==> config.mk <==
export PLATFORM = sky130hd
export DESIGN_NAME = encoder_velocity_pid
export DESIGN_NICKNAME = d
export VERILOG_FILES = /design/src/evp_pkg.sv /design/src/evp_div.sv /design/src/encoder_velocity_pid.sv
export VERILOG_INCLUDE_DIRS = /design/src /design/src/src
export SDC_FILE = /design/constraint.sdc
export NUM_CORES = 2
export LEC_CHECK = 0
export ABC_CLOCK_PERIOD_IN_PS = 17800
export BUFFER_PORTS_ARGS = -buffer_cell sky130_fd_sc_hd__buf_4
export CORE_MARGIN = 2
export CORE_UTILIZATION = 30
export DETAILED_ROUTE_END_ITERATION = 12
export SETUP_SLACK_MARGIN = 0.15
export SLEW_MARGIN = 10
export SYNTH_ARGS = -nofsm -noshare
export SYNTH_HDL_FRONTEND = slang
export SYNTH_SLANG_ARGS = --single-unit
==> constraint.sdc <==
create_clock -name aclk -period 17.8 [get_ports aclk]
set_clock_uncertainty 0.05 [all_clocks]
set_input_delay 1.78 -clock aclk [delete_from_list [all_inputs] [get_ports aclk]]
set_output_delay 1.78 -clock aclk [all_outputs]
set_load 0.02 [all_outputs]
==> src/encoder_velocity_pid_macros.svh <==
// Assertion macros used by the encoder velocity PID top-level module.
`ifndef ENCODER_VELOCITY_PID_MACROS_SVH
`define ENCODER_VELOCITY_PID_MACROS_SVH

// A condition that must hold at every clock edge outside reset.
`define EVP_ASSERT_ALWAYS(label, cond, msg) \
    label: assert property (@(posedge aclk) disable iff (!aresetn) (cond)) \
        else $error(msg);

// An implication checked in the same cycle, outside reset.
`define EVP_ASSERT_IMPLY(label, ante, cons, msg) \
    label: assert property (@(posedge aclk) disable iff (!aresetn) (ante) |-> (cons)) \
        else $error(msg);

`endif

==> src/evp_pkg.sv <==
// Shared widths, register indexes and types of the encoder velocity PID.
package evp_pkg;

    localparam int CNT_W      = 32;
    localparam int TGT_W      = 16;
    localparam int RATE_W     = 32;
    localparam int DRV_W      = 16;
    localparam int GAIN_W     = 16;
    localparam int ILIM_W     = 20;
    localparam int DLIM_W     = 15;
    localparam int INT_W      = 22;
    localparam int ERR_W      = RATE_W + 1;
    localparam int PROD_W     = GAIN_W + 1 + ERR_W;
    localparam int SUM_W      = PROD_W + 2;
    localparam int DVD_W      = SUM_W - 1;
    localparam int DSUM_W     = SUM_W + 1;
    localparam int ACC_W      = PROD_W + 1;
    localparam int CFG_ADDR_W = 3;
    localparam int CFG_DATA_W = 20;

    localparam logic [GAIN_W-1:0] KP_RESET   = 16'd30;
    localparam logic [GAIN_W-1:0] KD_RESET   = 16'd7;
    localparam logic [GAIN_W-1:0] KI_RESET   = 16'd25;
    localparam logic [GAIN_W-1:0] DIV_RESET  = 16'd600;
    localparam logic [ILIM_W-1:0] ILIM_RESET = 20'd100;
    localparam logic [DLIM_W-1:0] DLIM_RESET = 15'd255;

    typedef enum logic [CFG_ADDR_W-1:0] {
        CFG_KP   = 3'd0,
        CFG_KD   = 3'd1,
        CFG_KI   = 3'd2,
        CFG_DIV  = 3'd3,
        CFG_ILIM = 3'd4,
        CFG_DLIM = 3'd5
    } cfg_idx_t;

    typedef enum logic [3:0] {
        ST_IDLE,
        ST_CALC,
        ST_MUL_P,
        ST_MUL_D,
        ST_MUL_I,
        ST_DIV_START,
        ST_DIV_WAIT,
        ST_ADD,
        ST_FINISH,
        ST_REST
    } state_t;

    typedef struct packed {
        logic ld_sample;
        logic ld_diff;
        logic mul_p;
        logic mul_d;
        logic mul_i;
        logic div_start;
        logic ld_drive;
        logic ld_result;
        logic ld_rest;
    } ctl_t;

endpackage

==> src/evp_div.sv <==
// Restoring serial divider, one quotient bit per cycle, unsigned operands.
module evp_div (
    input  logic                         aclk,
    input  logic                         aresetn,
    input  logic                         start,
    input  logic [evp_pkg::DVD_W-1:0]    dividend,
    input  logic [evp_pkg::GAIN_W-1:0]   divisor,
    output logic                         done,
    output logic [evp_pkg::DVD_W-1:0]    quotient
);
    import evp_pkg::*;

    localparam int STEP_W = $clog2(DVD_W);
    localparam logic [STEP_W-1:0] LAST_STEP = STEP_W'(DVD_W - 1);

    logic [DVD_W-1:0]  quo_reg;
    logic [GAIN_W-1:0] rem_reg;
    logic [GAIN_W-1:0] den_reg;
    logic [STEP_W-1:0] step_reg;
    logic              busy_reg;
    logic              done_reg;
    logic [GAIN_W:0]   trial;
    logic [GAIN_W:0]   diff;
    logic              fits;

    // The dividend shifts out of the top of quo_reg while quotient bits enter at the bottom.
    assign trial = {rem_reg, quo_reg[DVD_W-1]};
    assign diff  = trial - {1'b0, den_reg};
    assign fits  = trial >= {1'b0, den_reg};

    always_ff @(posedge aclk) begin
        if (!aresetn) begin
            busy_reg <= 1'b0;
            done_reg <= 1'b0;
            step_reg <= '0;
        end else begin
            done_reg <= 1'b0;
            if (start) begin
                busy_reg <= 1'b1;
                step_reg <= '0;
            end else if (busy_reg) begin
                if (step_reg == LAST_STEP) begin
                    busy_reg <= 1'b0;
                    done_reg <= 1'b1;
                end
                step_reg <= step_reg + 1'b1;
            end
        end
    end

    always_ff @(posedge aclk) begin
        if (start) begin
            quo_reg <= dividend;
            rem_reg <= '0;
            den_reg <= divisor;
        end else if (busy_reg) begin
            quo_reg <= {quo_reg[DVD_W-2:0], fits};
            rem_reg <= fits ? diff[GAIN_W-1:0] : trial[GAIN_W-1:0];
        end
    end

    assign done     = done_reg;
    assign quotient = quo_reg;

endmodule

==> src/encoder_velocity_pid.sv <==
// Encoder velocity PID: one item in, one item out. The sequencer steps CALC, MUL_P,
// MUL_D and MUL_I lead to DIV_START and the wait on the serial divider, then to ADD
// and FINISH. The next item is taken the cycle after the result appears; an at-rest
// item goes from CALC straight to REST and gives its result there.
// An item whose predecessor's result still waits holds in its last step until it leaves.
// Synchronous active-low reset loads the default gains and clears the controller state.
module encoder_velocity_pid (
    input  logic                              aclk,
    input  logic                              aresetn,
    input  logic                              s_valid,
    output logic                              s_ready,
    input  logic signed [evp_pkg::CNT_W-1:0]  s_encoder_count,
    input  logic signed [evp_pkg::TGT_W-1:0]  s_target_rate,
    output logic                              m_valid,
    input  logic                              m_ready,
    output logic signed [evp_pkg::DRV_W-1:0]  m_drive_value,
    output logic signed [evp_pkg::RATE_W-1:0] m_measured_rate,
    input  logic                              cfg_valid,
    output logic                              cfg_ready,
    input  logic [evp_pkg::CFG_ADDR_W-1:0]    cfg_addr,
    input  logic [evp_pkg::CFG_DATA_W-1:0]    cfg_data
);
    import evp_pkg::*;
    `include "encoder_velocity_pid_macros.svh"

    state_t state_reg, state_next;
    ctl_t   ctl;

    logic [GAIN_W-1:0] kp_gain_reg, kd_gain_reg, ki_gain_reg, gain_divisor_reg;
    logic [ILIM_W-1:0] integral_limit_reg;
    logic [DLIM_W-1:0] drive_limit_reg;

    logic [CNT_W-1:0]         last_count_reg;
    logic signed [RATE_W-1:0] last_rate_reg;
    logic signed [DRV_W-1:0]  last_drive_reg;
    logic signed [INT_W-1:0]  integral_reg;

    logic signed [RATE_W-1:0] rate_reg;
    logic signed [TGT_W-1:0]  target_reg;
    logic signed [ERR_W-1:0]  err_reg;
    logic signed [ERR_W-1:0]  drate_reg;
    logic signed [PROD_W-1:0] prod_reg;
    logic signed [SUM_W-1:0]  sum_reg;
    logic                     neg_reg;
    logic signed [ACC_W-1:0]  acc_reg;
    logic signed [DSUM_W-1:0] drive_reg;

    logic                     m_valid_reg;
    logic signed [DRV_W-1:0]  m_drive_reg;
    logic signed [RATE_W-1:0] m_rate_reg;

    logic                     out_free;
    logic [GAIN_W-1:0]        mul_gain;
    logic signed [ERR_W-1:0]  mul_opnd;
    logic signed [PROD_W-1:0] mul_prod;
    logic [GAIN_W-1:0]        div_den;
    logic [DVD_W-1:0]         div_dvd;
    logic                     div_done;
    logic [DVD_W-1:0]         div_quo;
    logic signed [DSUM_W-1:0] delta;
    logic signed [DSUM_W-1:0] lim_ext;
    logic signed [ACC_W-1:0]  cap_ext;
    logic signed [DRV_W-1:0]  lim_s;
    logic signed [DRV_W-1:0]  drive_sat;
    logic signed [ACC_W-1:0]  acc_clamp;
    logic                     at_rest;

    assign s_ready         = (state_reg == ST_IDLE);
    // Gains change only between items, never under a computation or a waiting result.
    assign cfg_ready       = (state_reg == ST_IDLE) && !m_valid_reg;
    assign m_valid         = m_valid_reg;
    assign m_drive_value   = m_drive_reg;
    assign m_measured_rate = m_rate_reg;
    assign out_free        = !m_valid_reg || m_ready;
    assign at_rest         = (target_reg == '0) && (rate_reg == '0);

    // Configuration registers.
    always_ff @(posedge aclk) begin
        if (!aresetn) begin
            kp_gain_reg        <= KP_RESET;
            kd_gain_reg        <= KD_RESET;
            ki_gain_reg        <= KI_RESET;
            gain_divisor_reg   <= DIV_RESET;
            integral_limit_reg <= ILIM_RESET;
            drive_limit_reg    <= DLIM_RESET;
        end else if (cfg_valid && cfg_ready) begin
            unique case (cfg_addr)
                CFG_KP:   kp_gain_reg        <= cfg_data[GAIN_W-1:0];
                CFG_KD:   kd_gain_reg        <= cfg_data[GAIN_W-1:0];
                CFG_KI:   ki_gain_reg        <= cfg_data[GAIN_W-1:0];
                CFG_DIV:  gain_divisor_reg   <= cfg_data[GAIN_W-1:0];
                CFG_ILIM: integral_limit_reg <= cfg_data[ILIM_W-1:0];
                CFG_DLIM: drive_limit_reg    <= cfg_data[DLIM_W-1:0];
                default: ;
            endcase
        end
    end

    // Sequencer.
    always_ff @(posedge aclk) begin
        if (!aresetn) begin
            state_reg <= ST_IDLE;
        end else begin
            state_reg <= state_next;
        end
    end

    always_comb begin
        state_next = state_reg;
        unique case (state_reg)
            ST_IDLE:      if (s_valid) state_next = ST_CALC;
            ST_CALC:      state_next = at_rest ? ST_REST : ST_MUL_P;
            ST_MUL_P:     state_next = ST_MUL_D;
            ST_MUL_D:     state_next = ST_MUL_I;
            ST_MUL_I:     state_next = ST_DIV_START;
            ST_DIV_START: state_next = ST_DIV_WAIT;
            ST_DIV_WAIT:  if (div_done) state_next = ST_ADD;
            ST_ADD:       state_next = ST_FINISH;
            ST_FINISH:    if (out_free) state_next = ST_IDLE;
            ST_REST:      if (out_free) state_next = ST_IDLE;
            default:      state_next = ST_IDLE;
        endcase
    end

    always_comb begin
        ctl = '0;
        unique case (state_reg)
            ST_IDLE:      ctl.ld_sample = s_valid;
            ST_CALC:      ctl.ld_diff   = 1'b1;
            ST_MUL_P:     ctl.mul_p     = 1'b1;
            ST_MUL_D:     ctl.mul_d     = 1'b1;
            ST_MUL_I:     ctl.mul_i     = 1'b1;
            ST_DIV_START: ctl.div_start = 1'b1;
            ST_DIV_WAIT:  ctl.ld_drive  = div_done;
            ST_ADD:       ;
            ST_FINISH:    ctl.ld_result = out_free;
            ST_REST:      ctl.ld_rest   = out_free;
            default:      ;
        endcase
    end

    // The one multiplier, shared by the three gain products.
    always_comb begin
        case (state_reg)
            ST_MUL_D: begin
                mul_gain = kd_gain_reg;
                mul_opnd = drate_reg;
            end
            ST_MUL_I: begin
                mul_gain = ki_gain_reg;
                mul_opnd = err_reg;
            end
            default: begin
                mul_gain = kp_gain_reg;
                mul_opnd = err_reg;
            end
        endcase
    end

    assign mul_prod = PROD_W'($signed({1'b0, mul_gain}) * mul_opnd);

    // Division truncates toward zero, so divide the magnitude and restore the sign.
    assign div_den = (gain_divisor_reg == '0) ? GAIN_W'(1) : gain_divisor_reg;
    assign div_dvd = DVD_W'(sum_reg[SUM_W-1] ? -sum_reg : sum_reg);

    evp_div u_div (
        .aclk     (aclk),
        .aresetn  (aresetn),
        .start    (ctl.div_start),
        .dividend (div_dvd),
        .divisor  (div_den),
        .done     (div_done),
        .quotient (div_quo)
    );

    assign delta   = neg_reg ? -DSUM_W'(div_quo) : DSUM_W'(div_quo);
    assign lim_ext = DSUM_W'($signed({1'b0, drive_limit_reg}));
    assign cap_ext = ACC_W'($signed({1'b0, integral_limit_reg}));
    assign lim_s   = $signed({1'b0, drive_limit_reg});

    always_comb begin
        if (acc_reg > cap_ext) begin
            acc_clamp = cap_ext;
        end else if (acc_reg < -cap_ext) begin
            acc_clamp = -cap_ext;
        end else begin
            acc_clamp = acc_reg;
        end
        drive_sat = drive_reg[DRV_W-1:0];
        if (drive_reg >= lim_ext) begin
            drive_sat = lim_s;
        end else if (drive_reg <= -lim_ext) begin
            drive_sat = -lim_s;
        end
    end

    // Controller state, cleared by reset.
    always_ff @(posedge aclk) begin
        if (!aresetn) begin
            last_count_reg <= '0;
            last_rate_reg  <= '0;
            last_drive_reg <= '0;
            integral_reg   <= '0;
            m_valid_reg    <= 1'b0;
        end else begin
            if (ctl.ld_result || ctl.ld_rest) begin
                m_valid_reg <= 1'b1;
            end else if (m_ready) begin
                m_valid_reg <= 1'b0;
            end
            if (ctl.ld_sample) begin
                last_count_reg <= s_encoder_count;
            end
            if (ctl.ld_result) begin
                last_drive_reg <= drive_sat;
                last_rate_reg  <= rate_reg;
                // Hitting either drive limit empties the integral.
                if (drive_reg >= lim_ext || drive_reg <= -lim_ext) begin
                    integral_reg <= '0;
                end else begin
                    integral_reg <= INT_W'(acc_clamp);
                end
            end
            if (ctl.ld_rest) begin
                last_drive_reg <= '0;
                last_rate_reg  <= '0;
                integral_reg   <= '0;
            end
        end
    end

    // Working registers of the current item.
    always_ff @(posedge aclk) begin
        if (ctl.ld_sample) begin
            rate_reg   <= s_encoder_count - last_count_reg;
            target_reg <= s_target_rate;
        end
        if (ctl.ld_diff) begin
            err_reg   <= ERR_W'(target_reg) - ERR_W'(rate_reg);
            drate_reg <= ERR_W'(rate_reg) - ERR_W'(last_rate_reg);
        end
        if (ctl.mul_p || ctl.mul_d || ctl.mul_i) begin
            prod_reg <= mul_prod;
        end
        if (ctl.mul_p) begin
            sum_reg <= SUM_W'(integral_reg);
        end
        if (ctl.mul_d || ctl.mul_i) begin
            sum_reg <= sum_reg + SUM_W'(prod_reg);
        end
        if (ctl.div_start) begin
            neg_reg <= sum_reg[SUM_W-1];
            acc_reg <= ACC_W'(integral_reg) + ACC_W'(prod_reg);
        end
        if (ctl.ld_drive) begin
            drive_reg <= DSUM_W'(last_drive_reg) + delta;
        end
        if (ctl.ld_result) begin
            m_drive_reg <= drive_sat;
            m_rate_reg  <= rate_reg;
        end
        if (ctl.ld_rest) begin
            m_drive_reg <= '0;
            m_rate_reg  <= '0;
        end
    end

    `EVP_ASSERT_IMPLY(a_drive_in_range, m_valid_reg,
        (m_drive_reg <= lim_s) && (m_drive_reg >= -lim_s), "drive beyond its limit")
    `EVP_ASSERT_IMPLY(a_div_done_in_wait, div_done,
        state_reg == ST_DIV_WAIT, "divider finished outside the wait step")
    `EVP_ASSERT_IMPLY(a_result_matches_state, m_valid_reg,
        m_drive_reg == last_drive_reg, "pending drive differs from stored drive")
    `EVP_ASSERT_ALWAYS(a_ready_only_idle,
        !s_ready || (state_reg == ST_IDLE), "item taken while busy")

endmodule
======== Word-level counts from Yosys, hierarchy flattened ========
Index checks and enable logic that the tools add are counted.
word-level totals
  register bits ........................... 666
  input port bits ......................... 76
  output and inout port bits .............. 51
  word-level logic and storage cells ...... 131
cells by class
  add/sub/neg operators ................... 13
  $mul .................................... 1
  order comparisons ....................... 5
  equality and inequality tests ........... 18
  muxes and demuxes ....................... 34
  bitwise logic cells ..................... 2
  reduce and logical (&&, ||, !) cells .... 29
operators with widths
  operator           number
  $mux W51           3
  $mux W52           2
  $mux W22           3
  $add A16 B53 Y53   1
  $ge A53 B16 Y1     1
  $le A53 B53 Y1     1
  $mux W53           1
  $neg A15 Y53       1
  $neg A51 Y53       1
  $add A52 B50 Y52   1
  $add A22 B50 Y51   1
  $gt A51 B21 Y1     1
  $lt A51 B51 Y1     1
  $neg A20 Y51       1
  $neg A51 Y51       1
  $mul A17 B33 Y50   1
  $mux W16           3
  $pmux W4 S9        1
  $mux W33           1
  $sub A16 B32 Y33   1
  $sub A32 B32 Y33   1
  $logic_not A16 Y1  2
  $logic_not A32 Y1  1
  $pmux W16 S2       1
  other kinds (28)   70

======== Logic depth before layout (Yosys ltp) ========
  depth after elaboration ................. 5
  gate-level depth with buffers ........... 33
  gate-level depth less buffers ........... 29

======== By module ========
A second synthesis with hierarchy kept.
unflattened totals
  cells, all modules ...................... 7078
  area total of the unflattened synthesis .. 62930.4 um^2
by module, submodules not included
  module                instances  cells an instance  area an instance (um^2)  sequential area each (um^2)
  encoder_velocity_pid  1          6704               58357.2                  14724.1
  evp_div               1          374                4573.1                   2492.4

======== Worst setup path before layout ========
OpenSTA, ideal clock, no wires.
  path kind ............................... register -> register
  start ................................... register state_reg[1]
  end ..................................... register prod_reg[49], data pin
  library setup time ...................... 0.259 ns
  data arrival time ....................... 8.230 ns
  data required time ...................... 17.491 ns
  slack ................................... 9.261 ns
  stages on the path, launching flop included .. 32
  path buffers ............................ 5
  clock period less this slack ............ 8.539 ns
  cells stage by stage .................... dfxtp_1 clkbuf_1 nand2_1 nor3_1 clkbuf_1 buf_1 clkbuf_1 mux2i_1 nor2_1 fa_1 inv_1 fa_1 fa_1 inv_1 fa_1 fa_1 inv_1 fa_1 inv_1 ha_1 clkbuf_1 a222oi_1 nand2_1 nor3b_1 a21oi_1 nand3_1 o31ai_1 o31ai_1 o31ai_1 a221o_1 a21oi_1 xnor2_1
on the way
  longest elaborated chain between the ends .. 3
  elaborated cells between the ends (all ways) .. 5
  those cells by class .................... mul: 1; eq/ne: 2; mux: 2
RTL lines
  item                                                 line                         source
  from (decl)                                          encoder_velocity_pid.sv:26   state_t state_reg, state_next;
  from (signal assigned)                               encoder_velocity_pid.sv:104  state_reg <= state_next;
  $eq A4 B3 Y1 / $eq A4 B2 Y1 (equally long branches)  encoder_velocity_pid.sv:144  case (state_reg)
  $pmux W16 S2 / $mux W33 (equally long branches)      encoder_velocity_pid.sv:144
  $mul A17 B33 Y50 *                                   encoder_velocity_pid.sv:160  assign mul_prod = PROD_W'($signed({1'b0, mul_gain}) * mul_opnd);
  net mul_prod[49]                                     encoder_velocity_pid.sv:55   logic signed [PROD_W-1:0] mul_prod;
  to (signal assigned)                                 encoder_velocity_pid.sv:243  prod_reg <= mul_prod;
  to (decl)                                            encoder_velocity_pid.sv:42   logic signed [PROD_W-1:0] prod_reg;
Mark *: on every way through the listed nets, which the timed path passes. The rest lies on a longest branch.
A chain may end at the register's enable or synchronous reset.

======== Worst setup path after layout ========
Same ends and word-level chain as after synthesis.

==> impl_metrics.sql <==
INSERT INTO impl_metrics (metric_group, metric, value, unit) VALUES
('status', 'outcome', 'completed', ''),
('worst_setup_path', 'path_class', 'reg -> reg', ''),
('synthesis', 'share_of_the_synthesized_area_in_the_top_cell_type', '18.97', '%'),
('sta', 'fin_tns_setup', '0', 'ps'),
('grt', 'first_global_vias', '49130', ''),
('synthesis', 'synth.net_count', '7983', ''),
('synthesis', 'yosys.area.top_type', 'sky130_fd_sc_hd__edfxtp_1', ''),
('worst_setup_path', 'cp_slowest_cell', 'sky130_fd_sc_hd__buf_4', ''),
('synthesis', 'synth_enable_flop_cells', '388', ''),
('sta', 'layout_worst_path_cycle_share', '54.21', '%'),
('floorplan', 'initial_utilization', '30.09', '%'),
('worst_setup_path', 'crit_path_max_fanout', '49', ''),
('floorplan', 'fp.dieW', '456.5', 'um'),
('min_path', 'timing.hold.worst.class', 'reg -> reg', ''),
('floorplan', 'coreArea', '204200', 'um2'),
('sta', 'report.final.slew_viol_count', '0', ''),
('job', 'timing.max_cap.violations', '0', ''),
('sta', 'rsz_0062_raised_after_global_routing', 'no', ''),
('route', 'detailed_route_drc_error_count', '0', ''),
('place', 'port_buffers', '126', ''),
('grt', 'gr-total-overflow', '0', ''),
('synthesis', 'post_synth_inst_count', '6870', ''),
('sta', 'final_period_minus_worst_setup_slack', '9650', 'ps'),
('worst_setup_path', 'regToRegEndpoint', 'prod_reg[49]', ''),
('grt', 'total_routing_usage_gr', '17.09', '%'),
('route', 'route.detailed.wl_per_inst', '18.67', 'um'),
('place', 'dp.final_hpwl', '142900', 'um'),
('worst_setup_path', 'start_kind', 'flip-flop', ''),
('clock_network', 'tritoncts.num_buffers', '78', ''),
('cells_and_area', 'area_growth_syn_to_layout', '10.73', '%'),
('grt', 'antenna_found_initial', '6', ''),
('grt', 'grt_pass1_wl', '282500', 'um'),
('worst_setup_path', 'timing.critical_path.mode_cell', 'sky130_fd_sc_hd__fa_1', ''),
('sta', 'max_freq', '103.6', 'MHz'),
('clock_network', 'ctsHoldBuffers', '0', ''),
('clock_network', 'cts_tree', 'done', ''),
('synthesis', 'post_synth.cell_area_avg', '8.942', 'um2'),
('clock_network', 'cts_num_sinks', '666', ''),
('power', 'static-leakage-power', '29.88', 'nW'),
('synthesis', 'synth_cell_type_count', '77', ''),
('cells_and_area', 'layout-drive-gt1-share', '5.977', '%'),
('clock_network', 'clock_insertion_delay_worst_skew', '740', 'ps'),
('min_path', 'worstHoldEndpoint', 'last_rate_reg[18]', ''),
('worst_setup_path', 'timing.critical_path.slowest_cell_delay', '640', 'ps'),
('floorplan', 'placementRows', '166', ''),
('synthesis', 'synth_flop_cell', 'sky130_fd_sc_hd__edfxtp_1', ''),
('worst_setup_path', 'reg2reg_slack', '8150', 'ps'),
('cells_and_area', 'largest_register_ff_count', '53', ''),
('synthesis', 'synth.ff_latch_count', '666', ''),
('route', 'ant_nets', '0', ''),
('floorplan', 'die_height', '456.5', 'um'),
('synthesis', 'fraction_of_the_yosys_area_taken_by_sequential_cells', '28.02', '%'),
('sta', 'maxSlewHeadroom', '8.089', '%'),
('place', 'gp_congestion', '0.9361', ''),
('route', 'drt_wl_total', '179600', 'um'),
('power', 'ir_worst_vdd', '0.2341', 'mV'),
('sta', 'worstMarginPinSlew', '1368', 'ps'),
('sta', 'finalSetupViolations', '0', ''),
('worst_setup_path', 'regToRegStartpoint', 'state_reg[1]', ''),
('synthesis', 'yosys-top-cells-area', 'sky130_fd_sc_hd__edfxtp_1, sky130_fd_sc_hd__fa_1, sky130_fd_sc_hd__ha_1', ''),
('grt', 'grt_max_degree', '101', ''),
('route', 'drt-initial-drc-count', '3644', ''),
('synthesis', 'yosysWarningCount', '0', ''),
('sta', 'final-hold-violation-count', '0', ''),
('synthesis', 'mappedNetlistArea', '61430', 'um2'),
('cells_and_area', 'nets', '7974', ''),
('sta', 'setup_ws', '8150', 'ps'),
('min_path', 'min_path_cells', '2', ''),
('route', 'detail_route.first_pass.iterations', '7', ''),
('clock_network', 'ctsRootBufferMaster', 'sky130_fd_sc_hd__clkbuf_16', ''),
('power', 'power_density', '164.4', 'nW/um2');
==> per-layer routing <==
metal	vias to the layer above	global-route usage (%)	share of wire [%]
met4	0	7.774	4.9
met3	347	2.822	6.0
met2	1433	27.71	45
li1	23340	-	-
met1	23630	22.25	44
met5	-	0	0
==> worst max-delay path: cells and delay by family, from the launching register on <==
kind	cells	cell delay, ps
simple gates	6	1010
mux	1	560
buf+inv	6	1440
compound gates	7	2010
fa+ha+maj	7	3560
flops	1	600
xor+xnor	1	90
==> area by class of cell <==
| class | count | area (um2) | area share, % |
|---|---|---|---|
| multi-input cells | 5087 | 40210 | 59.11 |
| flip-flops and latches | 666 | 17220 | 25.31 |
| well taps | 2688 | 3363 | 4.944 |
| inverters | 840 | 3153 | 4.635 |
| clock buffers | 106 | 2207 | 3.245 |
| repair buffers | 188 | 1411 | 2.075 |
| clock inverters | 40 | 455.4 | 0.6695 |
| diodes | 2 | 5.005 | 0.007357 |
==> cell usage in the layout (no fill, tap or decap), types with 26 or more instances in the layout <==
| cell | n |
|---|---|
| sky130_fd_sc_hd__nand2_1 | 997 |
| sky130_fd_sc_hd__inv_1 | 837 |
| sky130_fd_sc_hd__ha_1 | 527 |
| sky130_fd_sc_hd__fa_1 | 510 |
| sky130_fd_sc_hd__nor2_1 | 437 |
| sky130_fd_sc_hd__a21oi_1 | 437 |
| sky130_fd_sc_hd__edfxtp_1 | 388 |
| sky130_fd_sc_hd__o21ai_0 | 317 |
| sky130_fd_sc_hd__dfxtp_1 | 278 |
| sky130_fd_sc_hd__xnor2_1 | 265 |
| sky130_fd_sc_hd__a21o_1 | 230 |
| sky130_fd_sc_hd__buf_4 | 188 |
| sky130_fd_sc_hd__xor2_1 | 146 |
| sky130_fd_sc_hd__a21boi_0 | 120 |
| sky130_fd_sc_hd__clkbuf_16 | 83 |
| sky130_fd_sc_hd__nand4_1 | 80 |
| sky130_fd_sc_hd__nor3_1 | 78 |
| sky130_fd_sc_hd__nand3_1 | 77 |
| sky130_fd_sc_hd__o21a_1 | 54 |
| sky130_fd_sc_hd__nor2b_1 | 54 |
| sky130_fd_sc_hd__nand2b_1 | 53 |
| sky130_fd_sc_hd__nor4_1 | 53 |
| sky130_fd_sc_hd__mux2i_1 | 51 |
| sky130_fd_sc_hd__o31ai_1 | 51 |
| sky130_fd_sc_hd__o21bai_1 | 46 |
| sky130_fd_sc_hd__mux2_2 | 39 |
| sky130_fd_sc_hd__a31oi_1 | 39 |
| sky130_fd_sc_hd__and3_1 | 37 |
| sky130_fd_sc_hd__a211oi_1 | 34 |
| sky130_fd_sc_hd__and2_1 | 30 |
| sky130_fd_sc_hd__o211ai_1 | 28 |
| sky130_fd_sc_hd__or3_1 | 26 |
==> synth_stat cells (11+ instances only) <==
library cell	n
sky130_fd_sc_hd__xnor2_1	265
sky130_fd_sc_hd__xor2_1	146
sky130_fd_sc_hd__dfxtp_1	278
sky130_fd_sc_hd__a31oi_1	40
sky130_fd_sc_hd__o21ai_0	317
sky130_fd_sc_hd__or2_2	17
sky130_fd_sc_hd__edfxtp_1	388
sky130_fd_sc_hd__o31ai_1	52
sky130_fd_sc_hd__mux2_2	39
sky130_fd_sc_hd__nor2_1	442
sky130_fd_sc_hd__nand2_1	1001
sky130_fd_sc_hd__o21a_1	54
sky130_fd_sc_hd__o211ai_1	28
sky130_fd_sc_hd__ha_1	527
sky130_fd_sc_hd__clkbuf_1	263
sky130_fd_sc_hd__a211oi_1	34
sky130_fd_sc_hd__nor3_1	85
sky130_fd_sc_hd__o41ai_1	16
sky130_fd_sc_hd__fa_1	510
sky130_fd_sc_hd__buf_1	14
sky130_fd_sc_hd__and2_1	30
sky130_fd_sc_hd__nor4_1	54
sky130_fd_sc_hd__mux2i_1	51
sky130_fd_sc_hd__and3_1	38
sky130_fd_sc_hd__nor2b_1	54
sky130_fd_sc_hd__nand4_1	80
sky130_fd_sc_hd__a221oi_1	15
sky130_fd_sc_hd__nand2b_1	53
sky130_fd_sc_hd__o22ai_1	19
sky130_fd_sc_hd__o21bai_1	46
sky130_fd_sc_hd__or3_1	26
sky130_fd_sc_hd__a21oi_1	443
sky130_fd_sc_hd__inv_1	838
sky130_fd_sc_hd__nand3_1	77
sky130_fd_sc_hd__a21o_1	230
sky130_fd_sc_hd__a21boi_0	120
sky130_fd_sc_hd__or4_1	21
sky130_fd_sc_hd__a22oi_1	11
sky130_fd_sc_hd__a32oi_1	14
==> cell families after synthesis <==
kind of cell / synth area share [%]
buf+inv: 6.825
compound gates: 15.96
xor+xnor: 5.859
flops: 28.02
fa+ha+maj: 27.35
mux: 1.546
simple gates: 14.43
==> stage by stage <==
step	total power, mW	util (%)	area [um2]	hold slack, ps	instances
6_report	11.19	33.32	68020	403.3	9617
5_1_grt	12.17	33.32	68020	419.4	9616
4_1_cts	11.18	33.32	68020	404.5	9615
3_5_place_dp	9.438	32.01	65360	396.5	9469
3_3_place_gp	9.320	32.01	65360	393.4	9469
2_1_floorplan	7.359	-	61430	385.9	6870
==> worst max-delay path by stage <==
stage               slack, ps      endpoint         start
global route             7460  prod_reg[49]  state_reg[1]
finish                   8150  prod_reg[49]  state_reg[1]
CTS                      8190  prod_reg[49]  state_reg[1]
floorplan                9260  prod_reg[49]  state_reg[1]
global placement         8340  prod_reg[49]  state_reg[1]
detailed placement       8260  prod_reg[49]  state_reg[1]
==> power by group <==
part,total (mW),switching (mW),internal (mW)
registers,2.33,0.211,2.12
clock network,1.68,0.726,0.956
logic,7.17,4.36,2.81
Power figures use the tool's default switching activity.
